File: config.mk
export PLATFORM = sky130hd
export DESIGN_NAME = csv_field_splitter_flat
export DESIGN_NICKNAME = d
export VERILOG_FILES = /design/src/hdl/cfs_pkg.sv /design/src/hdl/cfs_in_if.sv /design/src/hdl/cfs_out_if.sv /design/src/hdl/cfs_ctrl.sv /design/src/hdl/cfs_datapath.sv /design/src/hdl/csv_field_splitter.sv /design/src/flat_wrapper.sv
export SDC_FILE = /design/constraint.sdc
export NUM_CORES = 1
export LEC_CHECK = 0
export BUFFER_PORTS_ARGS = -buffer_cell sky130_fd_sc_hd__buf_2
export CORE_MARGIN = 1
export CORE_UTILIZATION = 55
export CTS_CLUSTER_DIAMETER = 40
export DETAILED_ROUTE_END_ITERATION = 8
export HOLD_SLACK_MARGIN = 0.05
export PLACE_DENSITY_LB_ADDON = 0.25
export SETUP_SLACK_MARGIN = 0.3
export SLEW_MARGIN = 25
export SYNTH_ARGS = -nofsm -noshare
export SYNTH_HDL_FRONTEND = slang
export SYNTH_SLANG_ARGS = --single-unit
File: constraint.sdc
create_clock -name clk_i -period 5.22 [get_ports clk_i]
set_input_delay 0.261 -clock clk_i [delete_from_list [all_inputs] [get_ports clk_i]]
set_output_delay 0.261 -clock clk_i [all_outputs]
set_load 0.01 [all_outputs]
File: src/hdl/cfs_pkg.sv
package cfs_pkg;

  // character codes
  localparam logic [15:0] ASCII_QUOTE   = 16'h0022;
  localparam logic [15:0] LEFT_QUOTE    = 16'h201C;
  localparam logic [15:0] RIGHT_QUOTE   = 16'h201D;
  localparam logic [15:0] DELIM_RESET   = 16'h002C;

  // configuration register indexes
  typedef enum logic [0:0] {
    CFG_DELIMITER   = 1'b0,
    CFG_COPY_QUOTES = 1'b1
  } cfs_cfg_idx_e;

  // parser mode
  typedef enum logic [0:0] {
    MODE_UNQUOTED = 1'b0,
    MODE_QUOTED   = 1'b1
  } cfs_mode_e;

  // controller states
  typedef enum logic [2:0] {
    ST_IDLE,
    ST_SPACE,
    ST_REL,
    ST_CHAR,
    ST_FIN,
    ST_FLUSH
  } cfs_state_e;

  // datapath operations
  typedef enum logic [2:0] {
    OP_NONE,
    OP_SPACE,
    OP_REL,
    OP_CHAR,
    OP_FIN,
    OP_FLUSH
  } cfs_op_e;

  typedef struct packed {
    cfs_op_e op;
    logic    go;
    logic    accept;
    logic    in_ready;
  } cfs_cmd_t;

  typedef struct packed {
    logic in_present;
    logic in_ws;
    logic in_end;
    logic end_q;
    logic qw;
    logic count_zero;
    logic rel_done;
    logic char_stay;
    logic pend;
    logic can_push;
  } cfs_status_t;

  typedef struct packed {
    logic [15:0] out_char;
    logic        out_char_valid;
    logic        field_done;
    logic        line_done;
    logic        space_overflow;
    logic        run_last;
  } cfs_result_t;

  function automatic logic is_ws(logic [15:0] c);
    return ((c >= 16'h0009) && (c <= 16'h000D)) || (c == 16'h0020);
  endfunction

endpackage

File: src/hdl/cfs_in_if.sv
interface cfs_in_if;
  logic        valid;
  logic        ready;
  logic [15:0] char_code;
  logic        char_present;
  logic        line_end;

  modport source (output valid, char_code, char_present, line_end, input ready);
  modport sink   (input valid, char_code, char_present, line_end, output ready);
endinterface

File: src/hdl/cfs_out_if.sv
interface cfs_out_if;
  logic        valid;
  logic        ready;
  logic [15:0] out_char;
  logic        out_char_valid;
  logic        field_done;
  logic        line_done;
  logic        space_overflow;
  logic        run_last;

  modport source (output valid, out_char, out_char_valid, field_done, line_done,
                  space_overflow, run_last, input ready);
  modport sink   (input valid, out_char, out_char_valid, field_done, line_done,
                  space_overflow, run_last, output ready);
endinterface

File: src/hdl/cfs_ctrl.sv
module cfs_ctrl (
  input  logic                 clk_i,
  input  logic                 rst_ni,
  input  logic                 in_valid_i,
  input  cfs_pkg::cfs_status_t status_i,
  output cfs_pkg::cfs_cmd_t    cmd_o
);

  cfs_pkg::cfs_state_e state_q, state_d, done_st;

  // state register
  always_ff @(posedge clk_i or negedge rst_ni) begin
    if (!rst_ni) begin
      state_q <= cfs_pkg::ST_IDLE;
    end else begin
      state_q <= state_d;
    end
  end

  // where a step goes once its last phase is through
  assign done_st = status_i.pend ? cfs_pkg::ST_FLUSH : cfs_pkg::ST_IDLE;

  // next state
  always_comb begin
    state_d = state_q;
    unique case (state_q)
      cfs_pkg::ST_IDLE: begin
        if (in_valid_i) begin
          priority if (status_i.in_present && status_i.in_ws) begin
            state_d = cfs_pkg::ST_SPACE;
          end else if (status_i.in_present) begin
            state_d = status_i.count_zero ? cfs_pkg::ST_CHAR : cfs_pkg::ST_REL;
          end else if (status_i.in_end) begin
            state_d = cfs_pkg::ST_FIN;
          end else begin
            state_d = cfs_pkg::ST_IDLE;
          end
        end
      end
      cfs_pkg::ST_SPACE: begin
        if (status_i.can_push && !status_i.qw) begin
          state_d = status_i.end_q ? cfs_pkg::ST_FIN : done_st;
        end
      end
      cfs_pkg::ST_REL: begin
        if (status_i.can_push && status_i.rel_done) begin
          state_d = cfs_pkg::ST_CHAR;
        end
      end
      cfs_pkg::ST_CHAR: begin
        if (status_i.can_push && !status_i.char_stay) begin
          state_d = status_i.end_q ? cfs_pkg::ST_FIN : done_st;
        end
      end
      cfs_pkg::ST_FIN: begin
        if (status_i.can_push && !status_i.qw) begin
          state_d = cfs_pkg::ST_FLUSH;
        end
      end
      cfs_pkg::ST_FLUSH: begin
        if (status_i.can_push) begin
          state_d = cfs_pkg::ST_IDLE;
        end
      end
      default: state_d = cfs_pkg::ST_IDLE;
    endcase
  end

  // command outputs
  always_comb begin
    cmd_o.go       = status_i.can_push;
    cmd_o.in_ready = 1'b0;
    cmd_o.op       = cfs_pkg::OP_NONE;
    unique case (state_q)
      cfs_pkg::ST_IDLE:  cmd_o.in_ready = 1'b1;
      cfs_pkg::ST_SPACE: cmd_o.op = cfs_pkg::OP_SPACE;
      cfs_pkg::ST_REL:   cmd_o.op = cfs_pkg::OP_REL;
      cfs_pkg::ST_CHAR:  cmd_o.op = cfs_pkg::OP_CHAR;
      cfs_pkg::ST_FIN:   cmd_o.op = cfs_pkg::OP_FIN;
      cfs_pkg::ST_FLUSH: cmd_o.op = cfs_pkg::OP_FLUSH;
      default:           cmd_o.op = cfs_pkg::OP_NONE;
    endcase
    cmd_o.accept = cmd_o.in_ready && in_valid_i;
  end

endmodule

File: src/hdl/cfs_datapath.sv
module cfs_datapath #(
  parameter int SPACE_HOLD_DEPTH = 16
) (
  input  logic                 clk_i,
  input  logic                 rst_ni,
  input  logic                 cfg_we_i,
  input  logic [0:0]           cfg_idx_i,
  input  logic [15:0]          cfg_data_i,
  input  logic [15:0]          in_char_i,
  input  logic                 in_present_i,
  input  logic                 in_end_i,
  input  cfs_pkg::cfs_cmd_t    cmd_i,
  output cfs_pkg::cfs_status_t status_o,
  output logic                 out_valid_o,
  input  logic                 out_ready_i,
  output cfs_pkg::cfs_result_t out_res_o
);

  localparam int CNT_W = $clog2(SPACE_HOLD_DEPTH + 2);
  localparam int IDX_W = (SPACE_HOLD_DEPTH > 1) ? $clog2(SPACE_HOLD_DEPTH) : 1;
  localparam logic [CNT_W-1:0] DEPTH_C = CNT_W'(SPACE_HOLD_DEPTH);

  // configuration
  logic [15:0] delim_q;
  logic        copy_q;

  // parser state
  cfs_pkg::cfs_mode_e mode_q, mode_d;
  logic               qw_q, qw_d;
  logic [15:0]        wqc_q, wqc_d;
  logic               wwf_q, wwf_d;
  logic               inner_q, inner_d;
  logic               fs_q, fs_d;
  logic [CNT_W-1:0]   count_q, count_d;
  logic [CNT_W-1:0]   rel_idx_q, rel_idx_d;
  logic               ovf_q, ovf_d;
  logic [15:0]        char_q;
  logic               end_q;

  // whitespace hold buffer
  logic [15:0] hold_q [SPACE_HOLD_DEPTH];
  logic [15:0] hold_rd_q;
  logic        hold_we;

  // staging and output registers
  cfs_pkg::cfs_result_t s_res_q, o_res_q, new_res, last_res;
  logic                 s_valid_q, o_valid_q;
  logic                 emit, push, flush, o_load, can_push, rel_done;

  // quote resolution
  cfs_pkg::cfs_mode_e rs_mode;
  logic               rs_inner, rs_emit;
  logic [15:0]        pc;

  // configuration writes
  always_ff @(posedge clk_i or negedge rst_ni) begin
    if (!rst_ni) begin
      delim_q <= cfs_pkg::DELIM_RESET;
      copy_q  <= 1'b0;
    end else if (cfg_we_i) begin
      unique case (cfs_pkg::cfs_cfg_idx_e'(cfg_idx_i))
        cfs_pkg::CFG_DELIMITER:   delim_q <= cfg_data_i;
        cfs_pkg::CFG_COPY_QUOTES: copy_q  <= cfg_data_i[0];
        default:                  delim_q <= delim_q;
      endcase
    end
  end

  assign can_push = !s_valid_q || !o_valid_q || out_ready_i;
  assign rel_done = (rel_idx_q >= count_q) || (count_q > DEPTH_C);

  // resolving a lone quote toggles the span
  always_comb begin
    if (mode_q == cfs_pkg::MODE_QUOTED) begin
      rs_mode  = cfs_pkg::MODE_UNQUOTED;
      rs_inner = 1'b0;
      rs_emit  = inner_q;
    end else begin
      rs_mode  = cfs_pkg::MODE_QUOTED;
      rs_inner = inner_q || (copy_q && !wwf_q);
      rs_emit  = copy_q && !wwf_q;
    end
  end

  // character under work: a held space while releasing, else the latched one
  assign pc = (cmd_i.op == cfs_pkg::OP_REL) ? hold_rd_q : char_q;

  // one parser phase per cycle while the output side can take a result
  always_comb begin
    mode_d    = mode_q;
    qw_d      = qw_q;
    wqc_d     = wqc_q;
    wwf_d     = wwf_q;
    inner_d   = inner_q;
    fs_d      = fs_q;
    count_d   = count_q;
    rel_idx_d = rel_idx_q;
    ovf_d     = ovf_q;
    hold_we   = 1'b0;
    emit      = 1'b0;
    new_res   = '0;
    new_res.space_overflow = ovf_q;
    if (cmd_i.go) begin
      unique case (cmd_i.op)
        cfs_pkg::OP_SPACE: begin
          if (qw_q) begin
            qw_d    = 1'b0;
            mode_d  = rs_mode;
            inner_d = rs_inner;
            if (rs_emit) begin
              emit                   = 1'b1;
              new_res.out_char       = wqc_q;
              new_res.out_char_valid = 1'b1;
            end
          end else if (mode_q == cfs_pkg::MODE_UNQUOTED && !fs_q) begin
            // leading space of a field is dropped
            count_d = count_q;
          end else if (count_q > DEPTH_C) begin
            count_d = count_q;
          end else if (count_q == DEPTH_C) begin
            count_d = DEPTH_C + CNT_W'(1);
            ovf_d   = 1'b1;
          end else begin
            hold_we = 1'b1;
            count_d = count_q + CNT_W'(1);
          end
        end
        cfs_pkg::OP_REL: begin
          if (rel_done) begin
            count_d   = '0;
            rel_idx_d = '0;
          end else begin
            rel_idx_d = rel_idx_q + CNT_W'(1);
            if (mode_q == cfs_pkg::MODE_QUOTED) begin
              emit                   = 1'b1;
              new_res.out_char       = pc;
              new_res.out_char_valid = 1'b1;
            end else if (fs_q) begin
              emit = 1'b1;
              if (pc == delim_q) begin
                new_res.field_done = 1'b1;
                fs_d               = 1'b0;
                inner_d            = 1'b0;
              end else begin
                new_res.out_char       = pc;
                new_res.out_char_valid = 1'b1;
              end
            end
          end
        end
        cfs_pkg::OP_CHAR: begin
          if (qw_q) begin
            qw_d = 1'b0;
            if (pc == cfs_pkg::ASCII_QUOTE) begin
              // doubled quote gives one literal
              emit                   = 1'b1;
              new_res.out_char       = wqc_q;
              new_res.out_char_valid = 1'b1;
            end else begin
              mode_d  = rs_mode;
              inner_d = rs_inner;
              if (rs_emit) begin
                emit                   = 1'b1;
                new_res.out_char       = wqc_q;
                new_res.out_char_valid = 1'b1;
              end
            end
          end else if (mode_q == cfs_pkg::MODE_QUOTED) begin
            if (pc == cfs_pkg::ASCII_QUOTE || pc == cfs_pkg::RIGHT_QUOTE) begin
              qw_d  = 1'b1;
              wqc_d = pc;
            end else begin
              emit                   = 1'b1;
              new_res.out_char       = pc;
              new_res.out_char_valid = 1'b1;
            end
          end else begin
            if (pc == cfs_pkg::ASCII_QUOTE || pc == cfs_pkg::LEFT_QUOTE) begin
              qw_d  = 1'b1;
              wqc_d = pc;
              wwf_d = !fs_q;
              fs_d  = 1'b1;
            end else if (pc == delim_q) begin
              emit               = 1'b1;
              new_res.field_done = 1'b1;
              fs_d               = 1'b0;
              inner_d            = 1'b0;
            end else begin
              emit                   = 1'b1;
              new_res.out_char       = pc;
              new_res.out_char_valid = 1'b1;
              fs_d                   = 1'b1;
            end
          end
        end
        cfs_pkg::OP_FIN: begin
          if (qw_q) begin
            qw_d    = 1'b0;
            mode_d  = rs_mode;
            inner_d = rs_inner;
            if (rs_emit) begin
              emit                   = 1'b1;
              new_res.out_char       = wqc_q;
              new_res.out_char_valid = 1'b1;
            end
          end else begin
            emit               = 1'b1;
            new_res.field_done = fs_q || (mode_q == cfs_pkg::MODE_QUOTED);
            new_res.line_done  = 1'b1;
            count_d            = '0;
            mode_d             = cfs_pkg::MODE_UNQUOTED;
            fs_d               = 1'b0;
            inner_d            = 1'b0;
            wwf_d              = 1'b0;
            ovf_d              = 1'b0;
          end
        end
        cfs_pkg::OP_FLUSH: emit = 1'b0;
        cfs_pkg::OP_NONE:  emit = 1'b0;
        default:           emit = 1'b0;
      endcase
    end
  end

  // parser state registers
  always_ff @(posedge clk_i or negedge rst_ni) begin
    if (!rst_ni) begin
      mode_q    <= cfs_pkg::MODE_UNQUOTED;
      qw_q      <= 1'b0;
      wqc_q     <= '0;
      wwf_q     <= 1'b0;
      inner_q   <= 1'b0;
      fs_q      <= 1'b0;
      count_q   <= '0;
      rel_idx_q <= '0;
      ovf_q     <= 1'b0;
      end_q     <= 1'b0;
    end else begin
      mode_q    <= mode_d;
      qw_q      <= qw_d;
      wqc_q     <= wqc_d;
      wwf_q     <= wwf_d;
      inner_q   <= inner_d;
      fs_q      <= fs_d;
      count_q   <= count_d;
      rel_idx_q <= rel_idx_d;
      ovf_q     <= ovf_d;
      if (cmd_i.accept) begin
        end_q <= in_end_i;
      end
    end
  end

  // latched character and hold buffer; the read register fetches the
  // entry for the next release index
  always_ff @(posedge clk_i) begin
    if (cmd_i.accept) begin
      char_q <= in_char_i;
    end
    if (hold_we) begin
      hold_q[count_q[IDX_W-1:0]] <= char_q;
    end
    hold_rd_q <= hold_q[rel_idx_d[IDX_W-1:0]];
  end

  // staging keeps one result back so the step's last one can be marked
  assign push   = emit;
  assign flush  = cmd_i.go && (cmd_i.op == cfs_pkg::OP_FLUSH);
  assign o_load = (push && s_valid_q) || flush;

  always_comb begin
    last_res          = s_res_q;
    last_res.run_last = flush;
  end

  always_ff @(posedge clk_i or negedge rst_ni) begin
    if (!rst_ni) begin
      s_valid_q <= 1'b0;
      o_valid_q <= 1'b0;
    end else begin
      if (push) begin
        s_valid_q <= 1'b1;
      end else if (flush) begin
        s_valid_q <= 1'b0;
      end
      if (o_load) begin
        o_valid_q <= 1'b1;
      end else if (out_ready_i) begin
        o_valid_q <= 1'b0;
      end
    end
  end

  always_ff @(posedge clk_i) begin
    if (push) begin
      s_res_q <= new_res;
    end
    if (o_load) begin
      o_res_q <= last_res;
    end
  end

  assign out_valid_o = o_valid_q;
  assign out_res_o   = o_res_q;

  // status to the controller
  assign status_o.in_present = in_present_i;
  assign status_o.in_ws      = cfs_pkg::is_ws(in_char_i);
  assign status_o.in_end     = in_end_i;
  assign status_o.end_q      = end_q;
  assign status_o.qw         = qw_q;
  assign status_o.count_zero = (count_q == '0);
  assign status_o.rel_done   = rel_done;
  assign status_o.char_stay  = qw_q && (char_q != cfs_pkg::ASCII_QUOTE);
  assign status_o.pend       = s_valid_q || emit;
  assign status_o.can_push   = can_push;

endmodule

File: src/hdl/csv_field_splitter.sv
// Sequencing: the idle state accepts a request, then one parser phase runs per
// cycle while the output can take results: a pending quote is resolved, held
// spaces are released before a character, a line end closes the line, and a
// flush phase marks the last result when the request yields results. An empty
// request returns to idle; a new request is taken only back in idle.
// Reset: rst_ni, asynchronous active low, clears control state and config only.
module csv_field_splitter #(
  parameter int SPACE_HOLD_DEPTH = 16
) (
  input  logic        clk_i,
  input  logic        rst_ni,
  input  logic        cfg_we_i,
  input  logic [0:0]  cfg_idx_i,
  input  logic [15:0] cfg_data_i,
  cfs_in_if.sink      in_i,
  cfs_out_if.source   out_o
);

  cfs_pkg::cfs_cmd_t    cmd;
  cfs_pkg::cfs_status_t status;
  cfs_pkg::cfs_result_t res;

  // sequencer
  cfs_ctrl u_ctrl (
    .clk_i      (clk_i),
    .rst_ni     (rst_ni),
    .in_valid_i (in_i.valid),
    .status_i   (status),
    .cmd_o      (cmd)
  );

  // parser datapath
  cfs_datapath #(
    .SPACE_HOLD_DEPTH (SPACE_HOLD_DEPTH)
  ) u_datapath (
    .clk_i        (clk_i),
    .rst_ni       (rst_ni),
    .cfg_we_i     (cfg_we_i),
    .cfg_idx_i    (cfg_idx_i),
    .cfg_data_i   (cfg_data_i),
    .in_char_i    (in_i.char_code),
    .in_present_i (in_i.char_present),
    .in_end_i     (in_i.line_end),
    .cmd_i        (cmd),
    .status_o     (status),
    .out_valid_o  (out_o.valid),
    .out_ready_i  (out_o.ready),
    .out_res_o    (res)
  );

  assign in_i.ready           = cmd.in_ready;
  assign out_o.out_char       = res.out_char;
  assign out_o.out_char_valid = res.out_char_valid;
  assign out_o.field_done     = res.field_done;
  assign out_o.line_done      = res.line_done;
  assign out_o.space_overflow = res.space_overflow;
  assign out_o.run_last       = res.run_last;

endmodule

File: src/flat_wrapper.sv
// flat-port wrapper written by rule: the top's interface ports become plain ports
module csv_field_splitter_flat 
#(
  parameter int SPACE_HOLD_DEPTH = 16
)
  (clk_i, rst_ni, cfg_we_i, cfg_idx_i, cfg_data_i, in_i_valid, in_i_char_code, in_i_char_present, in_i_line_end, in_i_ready, out_o_valid, out_o_out_char, out_o_out_char_valid, out_o_field_done, out_o_line_done, out_o_space_overflow, out_o_run_last, out_o_ready);
  cfs_in_if in_i_i ();
  cfs_out_if out_o_i ();
  input  logic clk_i;
  input  logic rst_ni;
  input  logic cfg_we_i;
  input  logic [0:0] cfg_idx_i;
  input  logic [15:0] cfg_data_i;
  input wire logic [$bits(in_i_i.valid)-1:0] in_i_valid;
  input wire logic [$bits(in_i_i.char_code)-1:0] in_i_char_code;
  input wire logic [$bits(in_i_i.char_present)-1:0] in_i_char_present;
  input wire logic [$bits(in_i_i.line_end)-1:0] in_i_line_end;
  output wire logic [$bits(in_i_i.ready)-1:0] in_i_ready;
  output wire logic [$bits(out_o_i.valid)-1:0] out_o_valid;
  output wire logic [$bits(out_o_i.out_char)-1:0] out_o_out_char;
  output wire logic [$bits(out_o_i.out_char_valid)-1:0] out_o_out_char_valid;
  output wire logic [$bits(out_o_i.field_done)-1:0] out_o_field_done;
  output wire logic [$bits(out_o_i.line_done)-1:0] out_o_line_done;
  output wire logic [$bits(out_o_i.space_overflow)-1:0] out_o_space_overflow;
  output wire logic [$bits(out_o_i.run_last)-1:0] out_o_run_last;
  input wire logic [$bits(out_o_i.ready)-1:0] out_o_ready;
  assign in_i_i.valid = in_i_valid;
  assign in_i_i.char_code = in_i_char_code;
  assign in_i_i.char_present = in_i_char_present;
  assign in_i_i.line_end = in_i_line_end;
  assign in_i_ready = in_i_i.ready;
  assign out_o_valid = out_o_i.valid;
  assign out_o_out_char = out_o_i.out_char;
  assign out_o_out_char_valid = out_o_i.out_char_valid;
  assign out_o_field_done = out_o_i.field_done;
  assign out_o_line_done = out_o_i.line_done;
  assign out_o_space_overflow = out_o_i.space_overflow;
  assign out_o_run_last = out_o_i.run_last;
  assign out_o_i.ready = out_o_ready;
  csv_field_splitter #(.SPACE_HOLD_DEPTH(SPACE_HOLD_DEPTH)) u_core (.clk_i(clk_i), .rst_ni(rst_ni), .cfg_we_i(cfg_we_i), .cfg_idx_i(cfg_idx_i), .cfg_data_i(cfg_data_i), .in_i(in_i_i), .out_o(out_o_i));
endmodule
After elaboration in Yosys (flattened, before gate mapping)

Memories as Yosys holds them, arrays and structs flattened. A register that Yosys moved wholly into a read port is not among the register bits.
Index checks and enable logic that the tools add are counted.

$add $sub $neg: 2
Muxes and demuxes: 114
Reductions and logical operators: 53
Magnitude comparators: 4
Bitwise operators: 3
Equality and inequality tests: 42

Operator list:

| kind                 | count |
|---|---|
| $mux 17              | 8 |
| $mux 1               | 66 |
| $mux 16              | 4 |
| $mux 18              | 3 |
| $pmux 17 s3          | 1 |
| $ne 2x2->1 const B   | 21 |
| $mux 5               | 7 |
| $mux 3               | 11 |
| $eq 16x14->1 const B | 2 |
| $eq 16x6->1 const B  | 2 |
| $reduce_and 7->1     | 3 |
| $pmux 3 s6           | 1 |
| $eq 16x16->1         | 1 |
| $ge 16x4->1 const B  | 1 |
| $le 16x4->1 const B  | 1 |
| $ne 16x6->1 const B  | 1 |
| $pmux 3 s5           | 1 |
| $pmux 5 s3           | 1 |
| $eq 3x2->1 const B   | 4 |
| $eq 3x3->1 const B   | 4 |
| $reduce_and 6->1     | 2 |
| $reduce_bool 2->1    | 6 |
| $logic_and 1x1->1    | 11 |
| $add 5x1->5 const B  | 2 |
| 22 further kinds     | 54 |

RAM bits: 256
Input bits: 40
Memories: 1
Register bits after elaboration: 112

Memories:

| name                     | depth | bits a word | read ports | clocked after memory_dff | write ports | RTL line           | RTL |
|---|---|---|---|---|---|---|---|
| u_core.u_datapath.hold_q | 16    | 16          | 1          | 1                        | 1           | cfs_datapath.sv:41 | `logic [15:0] hold_q [SPACE_HOLD_DEPTH];` |

Logic depth before layout (Yosys ltp)

Depth after elaboration: 16
Depth in mapped cells: 15
Depth with buffers taken out: 11

Hierarchy

From an unflattened synthesis, not the netlist that was laid out.

Cells, all modules: 1099
Area total of the unflattened synthesis: 16175.5 um^2

Modules (own cells, without submodules):

| module       | cells an instance | instances | area an instance (um^2) |
|---|---|---|---|
| cfs_datapath | 1060              | 1         | 15845.2 |
| cfs_ctrl     | 39                | 1         | 330.3 |

Worst setup path after synthesis

OpenSTA, ideal clock, no wires.

Kind: flip-flop to flip-flop
Start point: reg u_core.u_datapath.count_q[2]
End point: reg u_core.u_datapath.o_res_q, in the netlist u_core.u_datapath.out_res_o[0] (enable)
Path buffers: 1
Stages on the path, launching flop included: 11
Arrival time: 3.914 ns
Slack: 0.929 ns
Path through: dfrtp_1 buf_6 clkinv_1 ha_1 a21o_1 a31oi_1 o211ai_4 nor2_1 o21ai_0 a31oi_1 a21o_1

Longest elaborated chain between the ends: 7
Elaborated cells between the ends (all ways): 8
Those cells by class: 2 x order compare; 3 x mux; 3 x reduce/logical

RTL lines:

| element                                  | RTL line            | RTL |
|---|---|---|
| start, declared                          | cfs_datapath.sv:34  | `logic [CNT_W-1:0] count_q, count_d;` |
| start signal, assigned                   | cfs_datapath.sv:245 | `count_q <= count_d;` |
| $ge 5x5->1 or $gt 5x5->1 (tied branches) | cfs_datapath.sv:70  | `assign rel_done = (rel_idx_q >= count_q) \|\| (count_q > DEPTH_C);` |
| $logic_or 1x1->1 (*)                     | cfs_datapath.sv:70  |  |
| $mux 1 (*)                               | cfs_datapath.sv:129 | `if (rel_done) begin` |
| $pmux 1 s4 (*)                           | cfs_datapath.sv:104 | `unique case (cmd_i.op)` |
| $mux 1 (*)                               | cfs_datapath.sv:103 | `if (cmd_i.go) begin` |
| named net u_core.u_datapath.emit         | cfs_datapath.sv:48  | `logic emit, push, flush, o_load, can_push, rel_done;` |
| $logic_and 1x1->1 (*)                    | cfs_datapath.sv:269 | `assign o_load = (push && s_valid_q) \|\| flush;` |
| $logic_or 1x1->1 (*)                     | cfs_datapath.sv:269 |  |
| named net u_core.u_datapath.o_load       | cfs_datapath.sv:48  |  |
| end signal, assigned                     | cfs_datapath.sv:299 | `o_res_q <= last_res;` |
| end, declared                            | cfs_datapath.sv:46  | `cfs_pkg::cfs_result_t s_res_q, o_res_q, new_res, last_res;` |

The timed path passes the listed nets; every way through them passes the cells marked *.
A chain may end at the register's enable or synchronous reset.

Worst setup path in the final report

Start point: reg u_core.u_datapath.count_q[2]
End point: reg u_core.u_datapath.o_res_q, in the netlist u_core.u_datapath.out_res_o[2] (enable)

Same word-level chain as after synthesis.

==> results.py <==
metrics = {
    "routing": {
        "firstDrtPassIters": 6,
        "wl_per_cell_um": 23.3,
        "drtIter0Drc": 1358,
        "wl_mm": 41.7,
        "viasPerCell": 6.21,
        "route.detailed.drc": 0,
        "ant_nets": 0,
        "num_vias": 11102,
    },
    "logic_synthesis": {
        "netlist_area_sq_um": 16600,
        "synth_area_leader_cell": "edfxtp_1",
        "synth_compound_area_share_pct": 10.9,
        "synth_xor_area_share_pct": 0.952,
        "synth_edf_count": 313,
        "ys_warn_count": 0,
        "ys_types": 85,
        "syn_inst": 1250,
        "ys_ff_latch": 384,
        "async_flop_share_pct": 14.3,
        "syn_area_per_cell_sq_um": 13.2,
        "synth_nets": 1300,
        "synth_top_area_share_pct": 56.8,
        "synth-seq-area-share_pct": 67.0,
        "synth_top_family_by_area": "simple AND/OR/NAND/NOR gates",
        "synthFlopType": "edfxtp_1",
        "synthMuxAreaShare_pct": 5.02,
        "ys_top_cells_by_area": "edfxtp_1, dfrtp_1, nand2_1, mux2i_1, a221o_1",
        "synth_simple_gate_area_share_pct": 11.9,
        "synth_fa_ha_area_share_pct": 0.756,
    },
    "cts": {
        "clk_path_buf_depth": 3,
        "cts.sinks": 384,
        "cts.reportedPaths.clkPinSlew_ps": 60,
        "insertion_delay_ps": 550,
        "numCtsBuffers": 46,
        "htree_levels": 2,
        "cts_root_buf": "clkbuf_16",
        "holdBufCountCts": 37,
        "post_cts_resized": 0,
        "cts_tree": "built",
        "cts_setup_buffers": 0,
    },
    "layout": {
        "nNetsFinal": 1411,
        "drive_above_1_share_pct": 15.7,
        "antenna_cells": 0,
        "fillers": 2173,
        "syn_to_final_growth_pct": 16.2,
    },
    "placement": {
        "post-place-ws_ps": 1130,
        "dp_hpwl_mm": 24.3,
        "gp_congestion": 0.876,
        "portBuffers": 62,
    },
    "worst_setup_path": {
        "r2r-start": "u_core.u_datapath.count_q[2]$_DFFE_PN0P_",
        "crit_type": "reg -> reg",
        "reg2reg_depth": 10,
        "timing.reg2reg.setup_slack_ps": 1090,
        "critPathLaunch": "u_core.u_datapath.count_q[2]$_DFFE_PN0P_",
        "crit_fanout": 23,
        "setup.worst_path.end": "u_core.u_datapath.out_res_o[2]$_DFFE_PP_",
        "critPathCaptureType": "flop",
        "r2r-end": "u_core.u_datapath.out_res_o[2]$_DFFE_PP_",
        "worstPathArrival_ps": 4300,
        "worstPathRequired_ps": 5390,
        "startpoint_type": "flop",
    },
    "floorplanning": {
        "die_w_um": 175,
        "io_pins": 63,
        "dieArea_sq_um": 30800,
        "start_util_pct": 55.9,
        "coreArea_sq_um": 29600,
        "num_rows": 63,
        "die_h_um": 175,
    },
    "sta": {
        "finalCritPeriodShare_pct": 79.1,
        "fin_ws_ps": 1090,
        "final_hold_viol_count": 0,
        "drv_slew": 0,
        "tns_ps": 0,
        "rsz0062_at_grt": "false",
        "setup_viol": 0,
        "max_freq_ghz": 0.242,
        "post-route-min-period_ps": 4130,
        "skew_ps": 19.5,
        "worst_pin_slew_ps": 1090,
        "slew_headroom_pct": 27.3,
    },
    "worst_hold_path": {
        "min_path_type": "in -> reg",
        "min_from": "cfg_idx_i",
    },
    "outcome": {
        "outcome": "finished, final reports clean",
    },
    "power": {
        "p_leak_nw": 7.01,
        "pwr_density_cell_nw_per_um2": 560,
        "p_int_mw": 6.95,
        "power_frac_clock_pct": 29.6,
        "vdd_ir_drop_max_mv": 0.405,
        "switchingPower_mw": 3.84,
        "combPwrFrac_pct": 30.7,
        "swShare_pct": 35.6,
        "p_seq_share_pct": 39.7,
    },
    "global_routing": {
        "antenna_found_initial": 1,
        "grt_pass1_vias": 10499,
        "grt_first_pass_wirelength_mm": 62.5,
        "grt_overflow_total": 0,
        "grt_max_degree": 64,
        "grt_use_total_pct": 27.3,
    },
    "flow_run": {
        "cap_violations": 0,
    },
}
## final cells by class
type | instances | area (sq um) | area share [%]
multi-input cells | 757 | 5000 | 26.0
inverters | 39 | 151 | 0.787
clock inverters | 21 | 295 | 1.53
well taps | 390 | 488 | 2.54
flip-flops and latches | 384 | 11100 | 57.7
repair buffers | 133 | 948 | 4.93
clock buffers | 65 | 1260 | 6.56
## critical path, cell delays in order, from the launching register on
cell      delay, ps
dfrtp_1         550
clkinv_1        340
ha_1            390
a21o_1          180
a31oi_1         350
o211ai_4        210
nor2_1          330
o21ai_0         170
a31oi_2         180
buf_4           310
a21o_1          720
## cell usage in the layout, fill, tap and decap left out, drive strengths merged, types with 5 or more instances in the layout
cell | synthesis | routed
nor3 | 25 | 25
edfxtp | 313 | 313
a211oi | 7 | 7
and3 | 35 | 35
nand3 | 21 | 21
ha | 10 | 10
clkinv | 2 | 10
a221o | 39 | 39
nor2b | 7 | 7
nand2b | 9 | 9
inv | 37 | 43
nor3b | 5 | 5
a31oi | 8 | 8
clkbuf | 39 | 65
o22ai | 11 | 11
nor4 | 15 | 15
mux2i | 66 | 66
a311oi | 30 | 30
mux2 | 14 | 14
dfrtp | 52 | 52
dfxtp | 16 | 16
and2 | 15 | 15
or3 | 20 | 20
a21oi | 65 | 65
o21a | 5 | 5
dlygate4sd3 | 0 | 37
o21ai | 30 | 30
xor2 | 16 | 16
nand4 | 7 | 7
nor2 | 32 | 32
buf | 31 | 96
nand2 | 199 | 199
## synthesized netlist by cell type, types with 5 or more instances
master / n
nand4_1: 6
and3_1: 35
nor2_1: 32
o21ai_0: 26
o21a_1: 5
or3_1: 20
buf_4: 5
dfrtp_1: 52
a221o_1: 39
buf_6: 7
nor3b_1: 5
nand2_1: 199
o22ai_1: 11
xor2_1: 16
buf_2: 11
and2_1: 15
a311oi_1: 30
a211oi_1: 5
clkbuf_1: 39
nor3_1: 24
nand2b_1: 9
a31oi_1: 8
inv_1: 36
ha_1: 10
mux2i_1: 65
mux2_2: 14
nor4_1: 15
a21oi_1: 64
edfxtp_1: 313
nand3_1: 21
dfxtp_1: 16
nor2b_1: 7
## flip-flops by register name, indices dropped and copies added (netlist names)
signal / flops
u_core.u_ctrl.state_q: 3
u_core.u_datapath.char_q: 16
u_core.u_datapath.copy_q: 1
u_core.u_datapath.count_q: 5
u_core.u_datapath.delim_q: 16
u_core.u_datapath.end_q: 1
u_core.u_datapath.fs_q: 1
u_core.u_datapath.hold_q: 256
u_core.u_datapath.hold_rd_q: 16
u_core.u_datapath.inner_q: 1
u_core.u_datapath.last_res: 20
u_core.u_datapath.mode_q: 1
u_core.u_datapath.out_res_o: 21
u_core.u_datapath.out_valid_o: 1
u_core.u_datapath.ovf_q: 1
u_core.u_datapath.qw_q: 1
u_core.u_datapath.rel_idx_q: 5
u_core.u_datapath.s_valid_q: 1
u_core.u_datapath.wqc_q: 16
u_core.u_datapath.wwf_q: 1
## cells by family (layout without fill, tap and decap cells)
group | count (synthesis) | in the layout
buffers and inverters | 109 | 258
DFF | 384 | 384
and+or+nand+nor | 408 | 408
AOI/OAI and AO/OA | 241 | 241
adders and majority gates | 10 | 10
xor gates and xnor gates | 18 | 18
muxes | 80 | 80
## stage by stage
| stage | hold slack [ps] | power [mW] | util [%] | instances | instance area, sq um |
|---|---|---|---|---|---|
| floorplan | -34.6 | 6.60 | - | 1250 | 16600 |
| global placement | 403 | 7.47 | 58.4 | 1666 | 17300 |
| detailed placement | 406 | 7.55 | 58.4 | 1666 | 17300 |
| CTS | 190 | 10.8 | 64.9 | 1789 | 19200 |
| global route | 272 | 11.3 | 64.9 | 1789 | 19200 |
| finish | 238 | 10.8 | 64.9 | 1789 | 19200 |
## routing by layer
| layer | up-vias | share of wire (%) | wire (um) | global-route usage, % |
|---|---|---|---|---|
| met5 | - | 0.031 | 13 | 0 |
| met4 | 2 | 4.2 | 1740 | 11.4 |
| li1 | 5008 | - | - | - |
| met2 | 577 | 46 | 19200 | 43.0 |
| met1 | 5405 | 40 | 16700 | 36.7 |
| met3 | 110 | 9.7 | 4060 | 6.19 |
## worst min path at each step
stage                                                 to  cells after the start  slack [ps]
6_report        u_core.u_datapath.delim_q[2]$_DFFE_PN1P_                      5         240
3_3_place_gp    u_core.u_datapath.out_res_o[1]$_DFFE_PP_                      0         400
2_1_floorplan       u_core.u_ctrl.state_q[0]$_DFFE_PN0P_                      0         -30
5_1_grt        u_core.u_datapath.delim_q[15]$_DFFE_PN0P_                      5         270
4_1_cts         u_core.u_datapath.delim_q[2]$_DFFE_PN1P_                      5         190
3_5_place_dp    u_core.u_datapath.out_res_o[5]$_DFFE_PP_                      0         410
## power groups by stage
| stage | registers (mW) | clock network (mW) | logic [mW] |
|---|---|---|---|
| final | 4.28 | 3.19 | 3.31 |
| after global routing | 4.30 | 3.34 | 3.61 |
| after CTS | 4.26 | 3.23 | 3.28 |
| after detailed placement | 4.32 | 0 | 3.23 |
| after global placement | 4.31 | 0 | 3.16 |
| after floorplan | 4.08 | 0 | 2.52 |
(Power assumes the default switching activity.)
